<file path="src/hw/rtl/assert_macros.svh">
// Assertion helpers used by the RTL walker.
`ifndef ASSERT_MACROS_SVH
`define ASSERT_MACROS_SVH

// Check a property on every rising clock edge outside reset.
`define OPL_ASSERT(lbl, prop, msg) \
  lbl: assert property (@(posedge clk) disable iff (!rst_n) prop) else $error(msg);

// Check that a condition in one cycle implies another in the next cycle.
`define OPL_ASSERT_NEXT(lbl, pre, post, msg) \
  lbl: assert property (@(posedge clk) disable iff (!rst_n) (pre) |=> (post)) \
    else $error(msg);

`endif

</file>
<file path="src/hw/rtl/opl_pkg.sv">
package opl_pkg;

  localparam int ID_W        = 13;
  localparam int NODE_IDX_W  = 10;
  localparam int LEAF_ADDR_W = 12;
  localparam int WORD_W      = 16;
  localparam int COORD_W     = 31;
  localparam int MAX_NODES   = 1 << NODE_IDX_W;
  localparam int MAX_LEAVES  = 1 << LEAF_ADDR_W;

  typedef enum logic [1:0] {
    FUNC_NODE_WR = 2'd0,
    FUNC_LEAF_WR = 2'd1,
    FUNC_QUERY   = 2'd2,
    FUNC_RSVD    = 2'd3
  } func_t;

  // Register index within the configuration map.
  typedef enum logic {
    REG_ROOT_ID    = 1'b0,
    REG_SPACE_DIMS = 1'b1
  } reg_idx_t;

  typedef struct packed {
    logic load;
    logic shift;
  } slot_ctl_t;

  typedef struct packed {
    logic [2:0] slot;
    logic       exhausted;
  } slot_sts_t;

  typedef struct packed {
    logic              found;
    logic [WORD_W-1:0] element_count;
    logic [ID_W-1:0]   list_start;
  } result_t;

endpackage

</file>
<file path="src/hw/rtl/opl_slot_unit.sv">
module opl_slot_unit import opl_pkg::*; #(
  parameter int COORD_BITS = 31
) (
  input  logic               clk,
  input  logic               rst_n,
  input  slot_ctl_t          ctl,
  input  logic [1:0]         space_dims,
  input  logic [COORD_W-1:0] x_coord,
  input  logic [COORD_W-1:0] y_coord,
  input  logic [COORD_W-1:0] z_coord,
  output slot_sts_t          sts
);

  localparam int LVL_W = $clog2(COORD_BITS + 1);

  logic [COORD_BITS-1:0] x_r, y_r, z_r;
  logic [COORD_BITS-1:0] x_nxt, y_nxt, z_nxt;
  logic [LVL_W-1:0]      lvl_r, lvl_nxt;

  always_comb begin
    x_nxt   = x_r;
    y_nxt   = y_r;
    z_nxt   = z_r;
    lvl_nxt = lvl_r;
    if (ctl.load) begin
      // drop bits above the walk depth; clear unused axes
      x_nxt   = x_coord[COORD_BITS-1:0];
      y_nxt   = (space_dims < 2'd2) ? '0 : y_coord[COORD_BITS-1:0];
      z_nxt   = (space_dims < 2'd3) ? '0 : z_coord[COORD_BITS-1:0];
      lvl_nxt = LVL_W'(COORD_BITS);
    end else if (ctl.shift) begin
      x_nxt   = {x_r[COORD_BITS-2:0], 1'b0};
      y_nxt   = {y_r[COORD_BITS-2:0], 1'b0};
      z_nxt   = {z_r[COORD_BITS-2:0], 1'b0};
      lvl_nxt = lvl_r - LVL_W'(1);
    end
  end

  always_ff @(posedge clk) begin
    x_r <= x_nxt;
    y_r <= y_nxt;
    z_r <= z_nxt;
    if (!rst_n) begin
      lvl_r <= '0;
    end else begin
      lvl_r <= lvl_nxt;
    end
  end

  assign sts.slot      = {z_r[COORD_BITS-1], y_r[COORD_BITS-1], x_r[COORD_BITS-1]};
  assign sts.exhausted = (lvl_r == '0);

endmodule

</file>
<file path="config.mk">
export PLATFORM = sky130hd
export DESIGN_NAME = opl_slot_unit
export DESIGN_NICKNAME = d
export VERILOG_FILES = /design/src/hw/rtl/assert_macros.svh /design/src/hw/rtl/opl_pkg.sv /design/src/hw/rtl/opl_slot_unit.sv
export SDC_FILE = /design/constraint.sdc
export NUM_CORES = 1
export LEC_CHECK = 0
export BUFFER_PORTS_ARGS = -buffer_cell sky130_fd_sc_hd__buf_2
export CORE_MARGIN = 2
export CORE_UTILIZATION = 57
export DETAILED_ROUTE_END_ITERATION = 7
export PLACE_DENSITY_LB_ADDON = 0.2
export SYNTH_ARGS = -nofsm -noshare
export SYNTH_HDL_FRONTEND = slang
export SYNTH_SLANG_ARGS = --single-unit
export TNS_END_PERCENT = 50
</file>
<file path="constraint.sdc">
create_clock -name clk -period 6.7 [get_ports clk]
set_input_delay 0.67 -clock clk [delete_from_list [all_inputs] [get_ports clk]]
set_output_delay 0.67 -clock clk [all_outputs]
set_load 0.01 [all_outputs]
</file>
; Word-level counts from Yosys, hierarchy flattened
; Cells that the tools add are included.
[totals]
register_bits = 98
inputBits = 99
wordCells = 19
[op_classes]
add_sub_neg = 1
order_cmp = 2
n_mux = 10
reduce_logical = 2
[ops]
columns = op, count
row1 = 2-to-1 mux 31 bit, 8
row2 = 2-to-1 mux 5 bit, 2
row3 = zero test 5 bit, 1
row4 = "subtractor 5 x 1 -> 5 bit, second input constant", 1
row5 = "less-than comparator 2 bit, second input constant", 2
row6 = nonzero test 2 bit, 1

; Depth between registers and ports, before layout
; Gate-level depths: netlist of run 1.
[logic_depth]
ltp_word = 3
mapped_depth = 6
mapped_depth_nobuf = 5

; Least setup slack after synthesis of run 1
; Ideal clock, no wire load.
[synth_timing]
path_kind = input to register
start = in ctl[1] (netlist bit)
end = reg x_r[0], enable pin
setup_ns = 0.457
arrival_time_ns = 3.098
required_ns = 6.243
setup_slack_ns = 3.145
path_stages = 4
cell_sequence = buf_6 -> buf_6 -> buf_6 -> or2_1
[synth_between]
elab_chain_len = 1
[synth_lines]
columns = item, line_no
row1 = from (decl), opl_slot_unit.sv:6  ; input slot_ctl_t ctl,
row2 = nonzero test 2 bit (no source line), -
row3 = to (signal assigned), opl_slot_unit.sv:40  ; x_r <= x_nxt;
row4 = to (decl), opl_slot_unit.sv:16  ; logic [COORD_BITS-1:0] x_r, y_r, z_r;
; No other way between the ends.
; A chain may end at the register's enable or synchronous reset.

; Worst setup path after layout of run 1
[layout_timing]
start = in ctl[1] (netlist bit)
end = reg y_r[17], enable pin
[layout_between]
elab_chain_len = 1
[layout_lines]
columns = item, line_no
row1 = nonzero test 2 bit (no source line), -
row2 = to (signal assigned), opl_slot_unit.sv:41  ; y_r <= y_nxt;
row3 = to (decl), opl_slot_unit.sv:16
; No other way between the ends.

==> flow_metrics.env, run 1 <==
export IMPL_cts_htree_levels=3
export IMPL_yosys_warnings=0
export IMPL_cts_buffer_depth=2
export IMPL_final_cell_mix="102 x buf_2, 93 x edfxtp_1, 62 x inv_1"
export IMPL_routedWlPerCell_um=13.0
export IMPL_netlist_area_um2=4310
export IMPL_synthFlopType="edfxtp_1"
export IMPL_area_growth_pct=16.2
export IMPL_wl_mm=7.16
export IMPL_overflow=0
export IMPL_grt_pass1_wl_mm=11.4
export IMPL_grt_usage_pct=17.5
export IMPL_ir_drop_uv=165
export IMPL_vias=2734
export IMPL_drv_slew=0
export IMPL_cts_tree="done"
export IMPL_post_cts_resized=0
export IMPL_grt_pass1_vias=2495
export IMPL_netlist_top_cells_area="edfxtp_1 65%, mux2_2 7.6%, o21ai_0 6.2%"
export IMPL_rows=31
export IMPL_crit_required_ps=6690
export IMPL_synth_top_area_cell="edfxtp_1"
export IMPL_synth_top_area_share_pct=64.8
export IMPL_syn_area_per_cell_um2=12.2
export IMPL_dieArea_um2=8270
export IMPL_power_density_nw_per_um2=246
export IMPL_worstPathArrival_ps=2480
export IMPL_r2r_start="lvl_r[0]"
export IMPL_multiInputGateArea_um2=1040
export IMPL_dr_pass1_iters=4
export IMPL_start_util_pct=59.1
export IMPL_placed_area_um2=4820
export IMPL_dr_wl_met2_mm=3.29
export IMPL_slew_headroom_pct=33.5
export IMPL_fin_crit_ps=2500
export IMPL_holdPathEnd="x_r[11]"
export IMPL_cap_violations=0
export IMPL_power_leakage_nw=2.10
export IMPL_crit_path_start_kind="input port"
export IMPL_async_reset_ff_share_pct=0
export IMPL_hold_buffers=0
export IMPL_cp_end_kind="flip-flop"
export IMPL_drt_vias_per_instance=4.96
export IMPL_drcViolationCount=0
export IMPL_drt_iter0_markers=240
export IMPL_r2r_slack_ps=5470
export IMPL_worstReg2RegEnd="lvl_r[4]"
export IMPL_clkTransAtPathRegs_ps=100
export IMPL_finalClockSkew_ps=13.2
export IMPL_crit_fanout=52
export IMPL_cts_root_buf="clkbuf_8"
export IMPL_finalSetupViolations=0
export IMPL_place_congestion=0.755
export IMPL_reg2reg_depth=5
export IMPL_worstHoldStart="x_r[10]"
export IMPL_synthCells=353
export IMPL_die_w_um=90.9
export IMPL_routed_top_layer="met4"
export IMPL_layout_drive_gt1_share_pct=34.1
export IMPL_period_share_pct=37.2
export IMPL_die_height_um=90.9
export IMPL_tightest_slew_ps=998
export IMPL_worst_setup_path_type="in2reg"
export IMPL_hold_depth=1
export IMPL_grt_max_degree=59
export IMPL_cts_inserted_buffers=9
export IMPL_fin_area_um2=5000
export IMPL_clock_sinks=98
export IMPL_clock_latency_ps=350
export IMPL_hold_viol=0
export IMPL_fillCellCount=571
export IMPL_outcome="complete, no violations"
export IMPL_ff_latch_area_um2=2890
export IMPL_yosysSeqAreaShare_pct=67.2
export IMPL_nNetsFinal=547
export IMPL_core_area_um2=7290
export IMPL_port_buffers=102
export IMPL_diodes=0
export IMPL_post_cts_buffers=0
export IMPL_hold_path_class="reg2reg"
export IMPL_final_common_cell="buf_2"
export IMPL_io_pins=103
export IMPL_synth_edf_count=93
export IMPL_drtAntennaViolNets=0
export IMPL_hpwl_mm=4.71
export IMPL_wl_met1_mm=3.36
export IMPL_synth_fp_nets=453
export IMPL_clock_fmax_mhz=401
export IMPL_routed_wl_met3_um=447
export IMPL_yosys_register_bits=98
export IMPL_rsz0062_at_grt="false"
export IMPL_antenna_found_initial=0
export IMPL_tns_ps=0
export IMPL_ys_types=28
[how the worst max path moves through the flow]
stage / from / to / slack (ps) / cells past startpoint
CTS: ctl[1] / y_r[17] / 4220 / 3
global route: ctl[1] / y_r[17] / 4060 / 3
global placement: ctl[1] / y_r[15] / 3860 / 3
finish: ctl[1] / y_r[17] / 4200 / 3
detailed placement: ctl[1] / y_r[15] / 3840 / 3
floorplan: ctl[1] / x_r[0] / 3140 / 4
[synth_stat cells, types with 4 or more instances]
library cell  number
dfxtp_1            5
mux2_2            29
buf_6              5
o21a_1             4
o21ai_0           53
nand2_1           59
clkbuf_1           6
inv_1             62
buf_4              5
buf_2              5
edfxtp_1          93
o21ai_1            7
[cell type report]
| type | instances | area share (%) |
|---|---|---|
| flip-flops and latches | 98 | 57.8 |
| multi-input cells | 172 | 20.8 |
| repair buffers | 104 | 10.5 |
| inverters | 62 | 4.65 |
| clock buffers | 9 | 2.48 |
| well taps | 99 | 2.48 |
| clock inverters | 7 | 1.25 |
[cells by family after synthesis]
logic type      count (synthesis)  synth area share (%)
compound gates                 67                  8.19
xor+xnor                        3                 0.610
fa+ha+maj                       1                 0.290
buf+inv                        83                  8.69
flops                          98                  67.2
mux                            30                  7.93
simple gates                   71                  7.12
[routing by layer]
metal,vias up,global-route usage [%]
met5,-,0
met4,0,6.44
met3,7,3.51
met2,93,25.3
met1,1260,26.5
li1,1374,-
[report_power, final]
group	internal [W]	switching, W
Combinational	0.0000585	0.0000616
Clock	0.000142	0.000211
Sequential	0.000743	0.0000176
[per-stage QoR]
step	hold slack (ps)	setup WS, ps	util (%)	power (W)	cells
after floorplan	525	3140	-	0.000850	353
after global placement	526	3860	66.1	0.000889	535
after detailed placement	538	3840	66.1	0.000895	535
after CTS	554	4220	68.6	0.00124	551
after global routing	574	4060	68.6	0.00129	551
final	546	4200	68.6	0.00123	551
[worst max-delay path: stages]
cell and delay (ps):
buf_2 520, or2_4 600, buf_4 640
[sequential cells by signal, indices dropped and copies added, names as in the netlist]
register / flops
z_r: 31
y_r: 31
lvl_r: 5
x_r: 31
Power figures use the tool's default switching activity.
==> inputs of run 2 (changes only) <==
--- a/config.mk
+++ b/config.mk
@@ -7,7 +7,7 @@
 export LEC_CHECK = 0
 export BUFFER_PORTS_ARGS = -buffer_cell sky130_fd_sc_hd__buf_2
 export CORE_MARGIN = 2
-export CORE_UTILIZATION = 57
+export CORE_UTILIZATION = 53
 export DETAILED_ROUTE_END_ITERATION = 7
 export PLACE_DENSITY_LB_ADDON = 0.2
 export SYNTH_ARGS = -nofsm -noshare
==> constraint.sdc (replaced) <==
create_clock -name clk -period 2.3 [get_ports clk]
set_input_delay 0.23 -clock clk [delete_from_list [all_inputs] [get_ports clk]]
set_output_delay 0.23 -clock clk [all_outputs]
set_load 0.01 [all_outputs]
==> run 2 against run 1 <==
Effect of this change: count of clock-buffer cells in the layout rose by 2; clock power rose to 3.3 times the previous value; sequential power increased to 2.9 times the previous value; final area up 1.7%; routed wire length grew 4.8%; highest routed layer unchanged.
==> flow_metrics.env, run 2 (synthesized netlist as in run 1, its figures left out) <==
export IMPL_outcome="complete, no violations"
export IMPL_slowest_delay_ps=350
export IMPL_reg_largest_list="x_r x31, y_r x31, z_r x31"
export IMPL_post_cts_buffers=0
export IMPL_cts_tree="done"
export IMPL_cp_cell_sequence="inv_1 > ha_1 > nor4b_1 > buf_2"
export IMPL_finalSetupViolations=0
export IMPL_io_pins=103
export IMPL_layout_drive_gt1_share_pct=34.0
export IMPL_die_height_um=94.1
export IMPL_clkTransAtPathRegs_ps=90
export IMPL_drt_iter0_markers=148
export IMPL_cts_root_buf="clkbuf_8"
export IMPL_cap_violations=0
export IMPL_hold_buffers=0
export IMPL_crit_path_start_kind="flip-flop"
export IMPL_clock_fmax_mhz=635
export IMPL_crit_fanout=3
export IMPL_drtAntennaViolNets=0
export IMPL_worst_setup_path_type="reg2out"
export IMPL_antenna_found_initial=0
export IMPL_clock_latency_ps=360
export IMPL_grt_max_degree=56
export IMPL_finalClockSkew_ps=10.2
export IMPL_fin_ws_ps=726
export IMPL_hpwl_mm=5.01
export IMPL_place_congestion=0.718
export IMPL_die_w_um=94.1
export IMPL_drcViolationCount=0
export IMPL_final_cell_mix="101 x buf_2, 93 x edfxtp_1, 62 x inv_1"
export IMPL_hold_viol=0
export IMPL_cp_end_kind="output port"
export IMPL_port_buffers=102
export IMPL_clock_sinks=98
export IMPL_hold_path_class="in2reg"
export IMPL_cts_inserted_buffers=9
export IMPL_cts_buffer_depth=2
export IMPL_rows=32
export IMPL_ir_drop_uv=391
export IMPL_ff_latch_area_um2=2890
export IMPL_grt_pass1_vias=2617
export IMPL_tightest_slew_ps=505
export IMPL_period_share_pct=68.4
export IMPL_tns_ps=0
export IMPL_core_area_um2=7810
export IMPL_diodes=0
export IMPL_area_growth_pct=18.2
export IMPL_wl_mm=7.51
export IMPL_routedWlPerCell_um=13.5
export IMPL_drt_vias_per_instance=4.90
export IMPL_multiInputGateArea_um2=1040
export IMPL_start_util_pct=55.2
export IMPL_post_cts_resized=0
export IMPL_cts_htree_levels=3
export IMPL_slowest_stage="dfxtp_1"
export IMPL_slew_headroom_pct=66.4
export IMPL_place_ws_ps=736
export IMPL_dr_pass1_iters=5
export IMPL_fin_crit_ps=1570
export IMPL_power_density_nw_per_um2=736
export IMPL_vias=2735
export IMPL_power_leakage_nw=2.14
export IMPL_grt_pass1_wl_mm=12.0
export IMPL_nNetsFinal=551
export IMPL_final_common_cell="buf_2"
export IMPL_crit_required_ps=2070
export IMPL_dieArea_um2=8860
export IMPL_rsz0062_at_grt="false"
export IMPL_worstPathArrival_ps=1340
export IMPL_overflow=0
export IMPL_grt_usage_pct=18.0
export IMPL_drv_slew=0
export IMPL_fillCellCount=633
==> run 2: changes by cell type in the layout (fill, tap and decap cells not counted), sizes merged <==
| cell | change |
|---|---|
| buf | +4 |
| bufinv | +2 |
| clkinv | -2 |
| clkinvlp | +1 |
| inv | -3 |
| clkbuf | +2 |
==> run 2: area by class of cell <==
cell class / count / area share, %
flip-flops and latches: 98 / 56.8
multi-input cells: 172 / 20.5
repair buffers: 108 / 11.5
inverters: 62 / 4.57
clock buffers: 11 / 2.58
well taps: 102 / 2.51
clock inverters: 5 / 1.55
==> run 2: metal layers <==
layer / vias to the layer above / wire length (um) / track usage (%)
li1: 1380 / - / -
met1: 1271 / 3500 / 24.9
met2: 72 / 3490 / 27.3
met3: 12 / 376 / 3.69
met4: 0 / 139 / 8.70
met5: - / 0 / 0
==> run 2: final timing paths <==
check              startpoint       end  slack, ps  depth (start not counted)
hold reg to reg       x_r[27]   x_r[28]        550                          1
setup / recovery     lvl_r[0]    sts[0]        730                          4
hold / removal    z_coord[20]   z_r[20]        140                          3
setup reg to reg     lvl_r[0]  lvl_r[4]       1060                          5
==> run 2: critical path: cells and delay by family, from the launching register on <==
| family | cells | cell delay, ps |
|---|---|---|
| fa+ha+maj | 1 | 170 |
| simple gates | 1 | 230 |
| flops | 1 | 350 |
| buf+inv | 2 | 250 |
==> run 2: through the flow <==
stage	cells	util (%)	hold WS, ps	cell area, um2	power [W]
global placement	542	62.5	503	4880	0.00260
CTS	558	65.2	126	5090	0.00378
finish	558	65.2	141	5090	0.00375
detailed placement	542	62.5	512	4880	0.00262
floorplan	353	-	347	4310	0.00247
global route	558	65.2	128	5090	0.00391
==> run 2: where the power goes <==
part	switching (W)	total [W]	internal [W]	leakage, nW
clock network	0.000558	0.00117	0.000610	0.0972
registers	0.0000518	0.00221	0.00216	1.03
logic	0.000184	0.000364	0.000180	1.01
total	0.000793	0.00375	0.00295	2.14
